[config.mk]
export PLATFORM = sky130hd
export DESIGN_NAME = lai_fifo
export DESIGN_NICKNAME = d
export VERILOG_FILES = /design/src/rtl/lai_fifo.sv
export SDC_FILE = /design/constraint.sdc
export NUM_CORES = 1
export LEC_CHECK = 0
export ABC_AREA = 1
export BUFFER_PORTS_ARGS = -buffer_cell sky130_fd_sc_hd__buf_2
export CORE_MARGIN = 1
export CORE_UTILIZATION = 45
export CTS_CLUSTER_SIZE = 40
export DETAILED_ROUTE_END_ITERATION = 10
export GPL_TIMING_DRIVEN = 0
export SYNTH_ARGS = -nofsm -noshare
export SYNTH_HDL_FRONTEND = slang
export SYNTH_SLANG_ARGS = --single-unit
[constraint.sdc]
create_clock -name clk -period 4.3 [get_ports clk]
set_input_delay 0.43 -clock clk [delete_from_list [all_inputs] [get_ports clk]]
set_output_delay 0.43 -clock clk [all_outputs]
set_load 0.02 [all_outputs]
[src/rtl/lai_fifo.sv]
// Small first-in first-out queue of flat words.
`default_nettype none
module lai_fifo #(
	parameter int WIDTH     = 8,
	parameter int DEPTH_LOG = 2
) (
	input  wire logic             clk,
	input  wire logic             arst_n,
	input  wire logic             wr,
	input  wire logic [WIDTH-1:0] wdata,
	input  wire logic             rd,
	output logic      [WIDTH-1:0] rdata,
	output logic                  full,
	output logic                  empty
);
	localparam int DEPTH = 1 << DEPTH_LOG;

	logic [WIDTH-1:0]     mem_q [DEPTH];
	logic [DEPTH_LOG-1:0] wr_ptr_q;
	logic [DEPTH_LOG-1:0] rd_ptr_q;
	logic [DEPTH_LOG:0]   count_q;
	logic                 do_wr;
	logic                 do_rd;

	assign full  = (count_q == (DEPTH_LOG+1)'(DEPTH));
	assign empty = (count_q == '0);
	assign do_wr = wr && !full;
	assign do_rd = rd && !empty;
	assign rdata = mem_q[rd_ptr_q];

	// Store the entry
	always_ff @(posedge clk) begin
		if (do_wr) begin
			mem_q[wr_ptr_q] <= wdata;
		end
	end

	// Advance pointers and fill level
	always_ff @(posedge clk or negedge arst_n) begin
		if (!arst_n) begin
			wr_ptr_q <= '0;
			rd_ptr_q <= '0;
			count_q  <= '0;
		end else begin
			if (do_wr) begin
				wr_ptr_q <= wr_ptr_q + 1'b1;
			end
			if (do_rd) begin
				rd_ptr_q <= rd_ptr_q + 1'b1;
			end
			if (do_wr && !do_rd) begin
				count_q <= count_q + 1'b1;
			end else if (do_rd && !do_wr) begin
				count_q <= count_q - 1'b1;
			end
		end
	end
endmodule
`default_nettype wire

==> run metrics <==
status=completed; H-tree levels=2; # setup viols final=0; total setup buffers inserted after CTS=0; worst-margin pin slew=790.9 ps; antenna cells=0; Initial Util=47.01%; clk sink count=39; most used cell, CP=inv_1; Mapped Cells=154; CP max-delay cell=dfrtp_1; Worst EP required=4470 ps; die width=64.08 um; first-pass GRT wire length=5106 um; Seq/Total Area, Yosys=65.51%; vias in the first global route=1083; CP Class=reg -> reg; Power, Total=0.001429 W; maximum clock rate=0.5120 GHz; #FFs+latches synth=39; register area=1136 sq um; CORE AREA=3689 sq um; Rel. slew slack=47.08%; Num CTS Buffers=5; Clock transition at path regs=80 ps; setup TNS=0 ps; Final Skew=8.887 ps; share of cells above drive strength 1=18.58%; max cap viols=0; crit share post-route=45.42%; CTS tree=done; initial antenna violation count=0; worst vdd ir=338.3 uV; XOR/XNOR Fraction of Synth Area=0.5051%; CTS Buffer Depth=2; leak pwr=0.9209 nW; largest net degree at the start of global routing=13; DRC=0; Filler Cell Count=324; Avg Inst Size Synth=11.26 sq um; CP Data Arrival Time=2130 ps; CP Launch Type=flop; Critical Path End Type=flop; post-DR wirelength/cell=13.47 um; P per Cell Area=709.2 nW/um^2; drt via density=4.801; Ports=22; Clk Latency, worst-skew pair=290 ps; Cell Area, Synth=1734 sq um; Chip Height=64.08 um; Total Routing Usage GR=17.93%; Routed WL=3112 um; YS warnings=0; Post-Syn Nets=172; adder-cell area share of the yosys netlist=4.762%; GR Overflow Total=0; Site Rows=22; endpoints failing hold=0; Initial DRT Pass Iterations=4; post-synthesis simple-gate area fraction=12.12%; Routed Antenna Nets=0; CP max stage delay=430 ps; Compound-Gate Fraction of Synth Area=7.215%; Final HPWL DP=2144 um; mux share of post-synthesis cell area=0%; Worst Hold Class=in -> reg; setup repair after global routing missed its margin=no; IO buf count=21; PostCTS Resize Cnt=0; min Tclk post-route=1953 ps; footprint of the multi-input gates=426.7 sq um; Area growth syn-to-layout=16.23%; die area=4106 sq um; count of different cell masters after synthesis=16; routed vias=1109; Worst Path Max Fanout=7; CTS Hold Bufs=1; fin. max-slew vios=0; worst-path cell chain=inv_1, nand3_1, nand2_1, inv_1, ha_1, inv_1, fa_1, nand2_1, o21ai_0; combinational family with the most area after synthesis=simple AND/OR/NAND/NOR gates; clk root buf=clkbuf_8; initial DRC count=32; routability cong.=0.7072; # nets final=201
==> report_power, final <==
part | total [W] | switching (W) | internal [W] | leakage, nW
Clock | 0.000293 | 0.000124 | 0.000169 | 0.0502
Combinational | 0.000585 | 0.000383 | 0.000202 | 0.493
Sequential | 0.000551 | 0.0000420 | 0.000510 | 0.378
Total | 0.00143 | 0.000549 | 0.000881 | 0.921
==> final cells by class <==
cell class              instances  share of cell area (%)
flip-flops and latches         39                   56.36
inverters                      34                   6.331
repair buffers                 22                   5.711
clock buffers                   5                   3.414
plain buffers                   4                   2.173
multi-input cells              77                   21.17
well taps                      48                   2.980
clock inverters                 2                   1.862
==> cells in the mapped netlist <==
master	count	share of area (%)
buf_4	1	0.43
buf_6	2	1.3
clkbuf_8	1	0.79
dfrtp_1	7	10
edfxtp_1	32	55
fa_1	1	1.2
ha_1	5	3.6
inv_1	32	6.9
inv_2	2	0.43
nand2_1	41	8.9
nand3_1	7	2.0
nand4_1	1	0.36
nor2_1	4	0.87
o211ai_1	16	6.9
o21ai_0	1	0.29
xnor2_1	1	0.51
==> logic make-up after synthesis <==
family / Yosys count
AND/OR/NAND/NOR: 53
flip-flops: 39
adder cells (fa/ha/maj): 6
AO/OA/AOI/OAI: 17
XOR/XNOR: 1
buffers and inverters: 38
==> sequential cells by signal (all words and copies together) (netlist names) <==
name / flops
mem_q: 32
rd_ptr_q: 2
count_q: 3
wr_ptr_q: 2
==> routing by layer <==
metal	wire length [um]	track usage [%]	up-vias
li1	-	-	564
met4	50	7.670	0
met3	115	5.893	6
met2	1541	29.79	28
met1	1405	21.19	511
met5	0	0	-
==> final timing paths <==
check / startpoint / slack [ps] / cells past startpoint / end
worst max-delay path: count_q[0] / 2350 / 9 / count_q[1]
worst min-delay path: wdata[6] / 350 / 1 / mem_q[1][6]
worst max register to register: count_q[0] / 2350 / 9 / count_q[1]
worst min register to register: count_q[2] / 530 / 2 / count_q[2]
max in group asynchronous: arst_n / 3630 / 2 / wr_ptr_q[0]
min in group asynchronous: arst_n / 510 / 2 / rd_ptr_q[1]
==> placed cells by master, fill, tap and decap left out, drive strengths merged <==
master,Yosys,routed
clkbuf,1,6
o211ai,16,16
o21ai,1,1
xnor2,1,1
clkinvlp,0,1
dlygate4sd3,0,1
dfrtp,7,7
nand2,41,41
bufinv,0,1
edfxtp,32,32
nor2,4,4
ha,5,5
fa,1,1
nand3,7,7
inv,34,34
buf,3,24
nand4,1,1
==> critical path, delay by kind of cell (launching register included) <==
family	cells	cell delay, ps
AOI/OAI and AO/OA	1	70
DFF	1	430
buffers and inverters	3	260
adders and majority gates	2	620
and+or+nand+nor	3	470
==> through the flow <==
step           utilization, %  cell area (sq um)  setup slack, ps  std cells  hold WS [ps]
3_3_place_gp            51.49               1899             2430        223         269.2
5_1_grt                 54.65               2016             2160        231         338.2
6_report                54.65               2016             2347        231         350.9
4_1_cts                 54.65               2016             2332        231         340.5
3_5_place_dp            51.49               1899             2333        223         276.6
2_1_floorplan               -               1734             2573        154         134.4
No activity file was read; power rests on OpenSTA's default activity.
