===== src/rtl/lai_pkg.sv =====
// Shared constants for the lead-aim intercept solver.
`default_nettype none
package lai_pkg;

	// Parameter defaults
	localparam int POSITION_WIDTH_DEF = 32;
	localparam int FRAC_BITS_DEF      = 14;

	// Fixed field widths
	localparam int SPEED_W = 24;
	localparam int VEL_W   = 24;
	localparam int AIM_W   = 16;
	localparam int PATH_W  = 2;
	localparam int RES_W   = 3 * AIM_W + PATH_W;

	// Width of the exact solver arithmetic
	localparam int WIDE_W = 128;

	localparam logic [SPEED_W-1:0] SPEED_RESET = 24'd512000;

	// |A| below this is treated as a vanishing quadratic term
	localparam int NEAR_ZERO_A = 7;

	// Path codes
	localparam logic [PATH_W-1:0] PATH_QUAD   = 2'd0;
	localparam logic [PATH_W-1:0] PATH_LIN    = 2'd1;
	localparam logic [PATH_W-1:0] PATH_DIRECT = 2'd2;
	localparam logic [PATH_W-1:0] PATH_ZERO   = 2'd3;

endpackage
`default_nettype wire


===== src/rtl/lai_front.sv =====
// Front stage: takes requests and forms the relative target position.
`default_nettype none
module lai_front #(
	parameter int POSITION_WIDTH = lai_pkg::POSITION_WIDTH_DEF
) (
	input  wire logic                             clk,
	input  wire logic                             arst_n,
	input  wire logic                             push,
	output logic                                  full,
	input  wire logic [POSITION_WIDTH-1:0]        shooter_x,
	input  wire logic [POSITION_WIDTH-1:0]        shooter_y,
	input  wire logic [POSITION_WIDTH-1:0]        shooter_z,
	input  wire logic [POSITION_WIDTH-1:0]        target_x,
	input  wire logic [POSITION_WIDTH-1:0]        target_y,
	input  wire logic [POSITION_WIDTH-1:0]        target_z,
	input  wire logic [lai_pkg::VEL_W-1:0]        target_vx,
	input  wire logic [lai_pkg::VEL_W-1:0]        target_vy,
	input  wire logic [lai_pkg::VEL_W-1:0]        target_vz,
	input  wire logic                             q_full,
	output logic                                  q_push,
	output logic [3*(POSITION_WIDTH+1)+3*lai_pkg::VEL_W-1:0] q_data
);
	localparam int RPW   = POSITION_WIDTH + 1;
	localparam int VW    = lai_pkg::VEL_W;
	localparam int PAY_W = 3 * RPW + 3 * VW;

	logic             v_s1;
	logic [PAY_W-1:0] pay_s1;
	logic [RPW-1:0]   rx;
	logic [RPW-1:0]   ry;
	logic [RPW-1:0]   rz;
	logic             take;

	// Relative position, one bit wider than the operands
	assign rx = {target_x[POSITION_WIDTH-1], target_x} - {shooter_x[POSITION_WIDTH-1], shooter_x};
	assign ry = {target_y[POSITION_WIDTH-1], target_y} - {shooter_y[POSITION_WIDTH-1], shooter_y};
	assign rz = {target_z[POSITION_WIDTH-1], target_z} - {shooter_z[POSITION_WIDTH-1], shooter_z};

	assign q_push = v_s1 && !q_full;
	assign full   = v_s1 && q_full;
	assign take   = push && !full;
	assign q_data = pay_s1;

	// Hold the stage until the queue takes it
	always_ff @(posedge clk or negedge arst_n) begin
		if (!arst_n) begin
			v_s1 <= 1'b0;
		end else if (take) begin
			v_s1 <= 1'b1;
		end else if (q_push) begin
			v_s1 <= 1'b0;
		end
	end

	always_ff @(posedge clk) begin
		if (take) begin
			pay_s1 <= {target_vz, target_vy, target_vx, rz, ry, rx};
		end
	end
endmodule
`default_nettype wire


===== config.mk =====
export PLATFORM = sky130hd
export DESIGN_NAME = lai_front
export DESIGN_NICKNAME = d
export VERILOG_FILES = /design/src/rtl/lai_pkg.sv /design/src/rtl/lai_front.sv
export SDC_FILE = /design/constraint.sdc
export NUM_CORES = 1
export LEC_CHECK = 0
export BUFFER_PORTS_ARGS = -buffer_cell sky130_fd_sc_hd__buf_2
export CAP_MARGIN = 20
export CORE_AREA = 2 2 169 171
export CTS_CLUSTER_DIAMETER = 40
export CTS_CLUSTER_SIZE = 40
export DETAILED_ROUTE_END_ITERATION = 10
export DIE_AREA = 0 0 171 173
export GPL_ROUTABILITY_DRIVEN = 0
export HOLD_SLACK_MARGIN = 0.12
export PLACE_DENSITY = 0.77
export SLEW_MARGIN = 10
export SYNTH_ARGS = -nofsm -noshare
export SYNTH_HDL_FRONTEND = slang
export SYNTH_SLANG_ARGS = --single-unit

===== constraint.sdc =====
create_clock -name clk -period 12.1 [get_ports clk]
set_clock_uncertainty 0.2 [all_clocks]
set_input_delay 2.42 -clock clk [delete_from_list [all_inputs] [get_ports clk]]
set_output_delay 2.42 -clock clk [all_outputs]
set_load 0.01 [all_outputs]

==> out/metrics.cfg <==
[sta]
rsz0062_at_grt = no
fin_crit_sh_pct = 45.2
setup_viol = 0
finalSetupTns_ns = 0
slew_headroom_pct = 30.5
final_max_slew_viol_count = 0
fin_crit_ns = 5.47
fmax_ghz = 0.183
finalHoldViolations = 0
worst_pin_slew_ns = 1.04

[detailed_routing]
routed_wl_um = 30900
drt_iter0_drc = 505
avgViaCountPerCell = 5.10
detail-route-antenna-nets = 0
route.detailed.drc = 0
routedWlPerCell_um = 16.9
vias = 9317
first_pass_iters = 5

[yosys]
synth-main-ff-cell = edfxtp_1
synth_fp_nets = 1358
synth_cell_type_count = 76
synth_compound_area_share_pct = 17.6
synth_seq_area_share_pct = 48.5
synth.cell_area_mm2 = 0.0106
yosysWarnings = 0
synth-simple-area-share_pct = 9.97
synth_fa_ha_area_share_pct = 11.9
async_flop_share_pct = 0.581
synthXorXnorAreaFrac_pct = 6.91
ys_ff_latch = 172
muxShareOfSynthArea_pct = 0.0941
synthCells = 991
synth_edf_count = 171
syn_area_per_cell_um2 = 10.7
synth_top_family_by_area = compound AO/OA/AOI/OAI gates

[power]
powerDensity_mw_per_mm2 = 127
switching_share_pct = 31.6
p_sw_mw = 0.554
power_mw = 1.76
power.leakage_nw = 6.50
intPower_mw = 1.20
combPwrFrac_pct = 25.6
ir_worst_vdd_uv = 72.8
p_seq_share_pct = 42.4
clkPwrFrac_pct = 32.0

[job]
cap_violations = 0

[setup_path]
end_kind = output port
regToRegEndpoint = q_data[34]$_DFFE_PP_
r2r-start = v_s1$_DFFE_PN0P_
reg2regPathDepth = 3
cp.required_ns = 9.48
cp_max_fo = 3
reg2reg_slack_ns = 9.47
crit_type = in -> out
cp-start-kind = input pin
arrival_ns = 2.85

[global_route]
antenna_found_initial = 5
track_usage_pct = 20.1
grt_max_degree = 78
gr-total-overflow = 0
grt_pass1_vias = 8999
grt_pass1_wl_um = 46500

[clocking]
clock_latency_ns = 0.43
cts_max_path_buffers = 2
cts_made_buffers = 17
cts_max_level = 4
clock-sinks = 172
cts_setup_buffers = 0
cts_tree = done
cts_hold_buf = 0
cts_resized = 0
cts_root_buffer = clkbuf_16
worst_setup_hold_path_clk_slew_ns = 0.07

[worst_hold_path]
hp-class = reg -> reg
hold-path-cell-count = 2
hold-path-endpoint = v_s1$_DFFE_PN0P_
min_from = v_s1$_DFFE_PN0P_

[placement]
place_hpwl_um = 24600
place_inst = 1792
port_buffers = 440

[run_status]
status = finished clean

[cells_and_area]
layout_common_cells = 440 x buf_2, 171 x edfxtp_1, 123 x inv_1
area_growth_pct = 30.2
layout_commonest_cell = buf_2
fill_cells = 2499
layout.nets = 1800
instances_no_fill = 1826
drive_above_1_share_pct = 35.0

[die]
die_w_um = 171
num_rows = 61
start_util_pct = 38.5
die_h_um = 173
die_area_mm2 = 0.0296
boundaryPins = 441
core_area_mm2 = 0.0276

==> how the worst max path moves through the flow <==
stage,cells past startpoint,start,slack (ns),end
after floorplan,2,q_full,1.03,q_data[0]$_DFFE_PP_
after global placement,3,q_full,6.63,full
after detailed placement,3,q_full,6.63,full
after CTS,3,q_full,6.63,full
after global routing,3,q_full,6.60,full
final,3,q_full,6.63,full
==> worst max-delay path: stages <==
cell and delay, ns:
buf_2 0.08, and2_1 0.19, buf_2 0.16
==> metal layers <==
metal	vias up	routed length (um)	global-route usage, %
met5	-	29	0
met4	4	1020	8.86
met3	65	1990	3.87
met2	429	15200	34.8
met1	4315	12600	23.9
li1	4504	-	-
==> final cells by class <==
type	count	area, um^2	area share, %
clock buffers	17	425	3.07
diodes	2	5.00	0.0361
inverters	123	462	3.33
flip-flops and latches	172	5160	37.2
repair buffers	442	2220	16.0
well taps	378	473	3.41
clock inverters	15	166	1.20
multi-input cells	677	4940	35.7
==> power groups by stage <==
stage          Clock [mW]  Combinational [mW]  Sequential [mW]
3_5_place_dp            0               0.445            0.759
5_1_grt             0.601               0.494            0.750
2_1_floorplan           0               0.253            0.795
4_1_cts             0.576               0.448            0.746
3_3_place_gp            0               0.435            0.758
6_report            0.561               0.450            0.745
==> sequential cells by signal, indices dropped and copies added, names as in the netlist <==
name and flops:
q_data 171, v_s1 1
==> Yosys cell counts (all sizes together), types with 4 or more instances <==
| cell type | n | area, um^2 |
|---|---|---|
| ha | 96 | 1200 |
| or2 | 6 | 37.5 |
| a21o | 35 | 264 |
| a41oi | 7 | 80.1 |
| and3 | 10 | 67.6 |
| nand2 | 69 | 259 |
| a211oi | 5 | 37.5 |
| o31ai | 5 | 47.5 |
| and2 | 5 | 32.5 |
| inv | 123 | 462 |
| clkbuf | 16 | 61.3 |
| nor3 | 11 | 55.1 |
| nand3 | 15 | 90.1 |
| a211o | 5 | 43.8 |
| xnor2 | 49 | 429 |
| o22ai | 4 | 25.0 |
| a21oi | 94 | 470 |
| a31oi | 12 | 81.3 |
| edfxtp | 171 | 5130 |
| nor2b | 17 | 106 |
| o2111ai | 4 | 41.3 |
| nand4 | 15 | 93.8 |
| xor2 | 35 | 307 |
| o21bai | 12 | 90.1 |
| o211ai | 7 | 52.6 |
| nor2 | 44 | 165 |
| nand2b | 6 | 37.5 |
| o21ai | 52 | 279 |
| o21a | 10 | 75.1 |
==> cells by family after synthesis <==
| family | Yosys count |
|---|---|
| fa+ha+maj | 99 |
| buf+inv | 142 |
| mux | 1 |
| compound gates | 281 |
| simple gates | 212 |
| xor+xnor | 84 |
| flops | 172 |
==> metrics by stage <==
step	hold slack, ns	utilization, %	area [um^2]	worst slack, ns
after floorplan	0.454	-	10600	1.03
after global placement	0.480	48.0	13300	6.63
after detailed placement	0.496	48.0	13300	6.63
after CTS	0.514	50.1	13800	6.63
after global routing	0.552	50.1	13900	6.60
final	0.502	50.1	13900	6.63
Power figures use the tool's default switching activity.
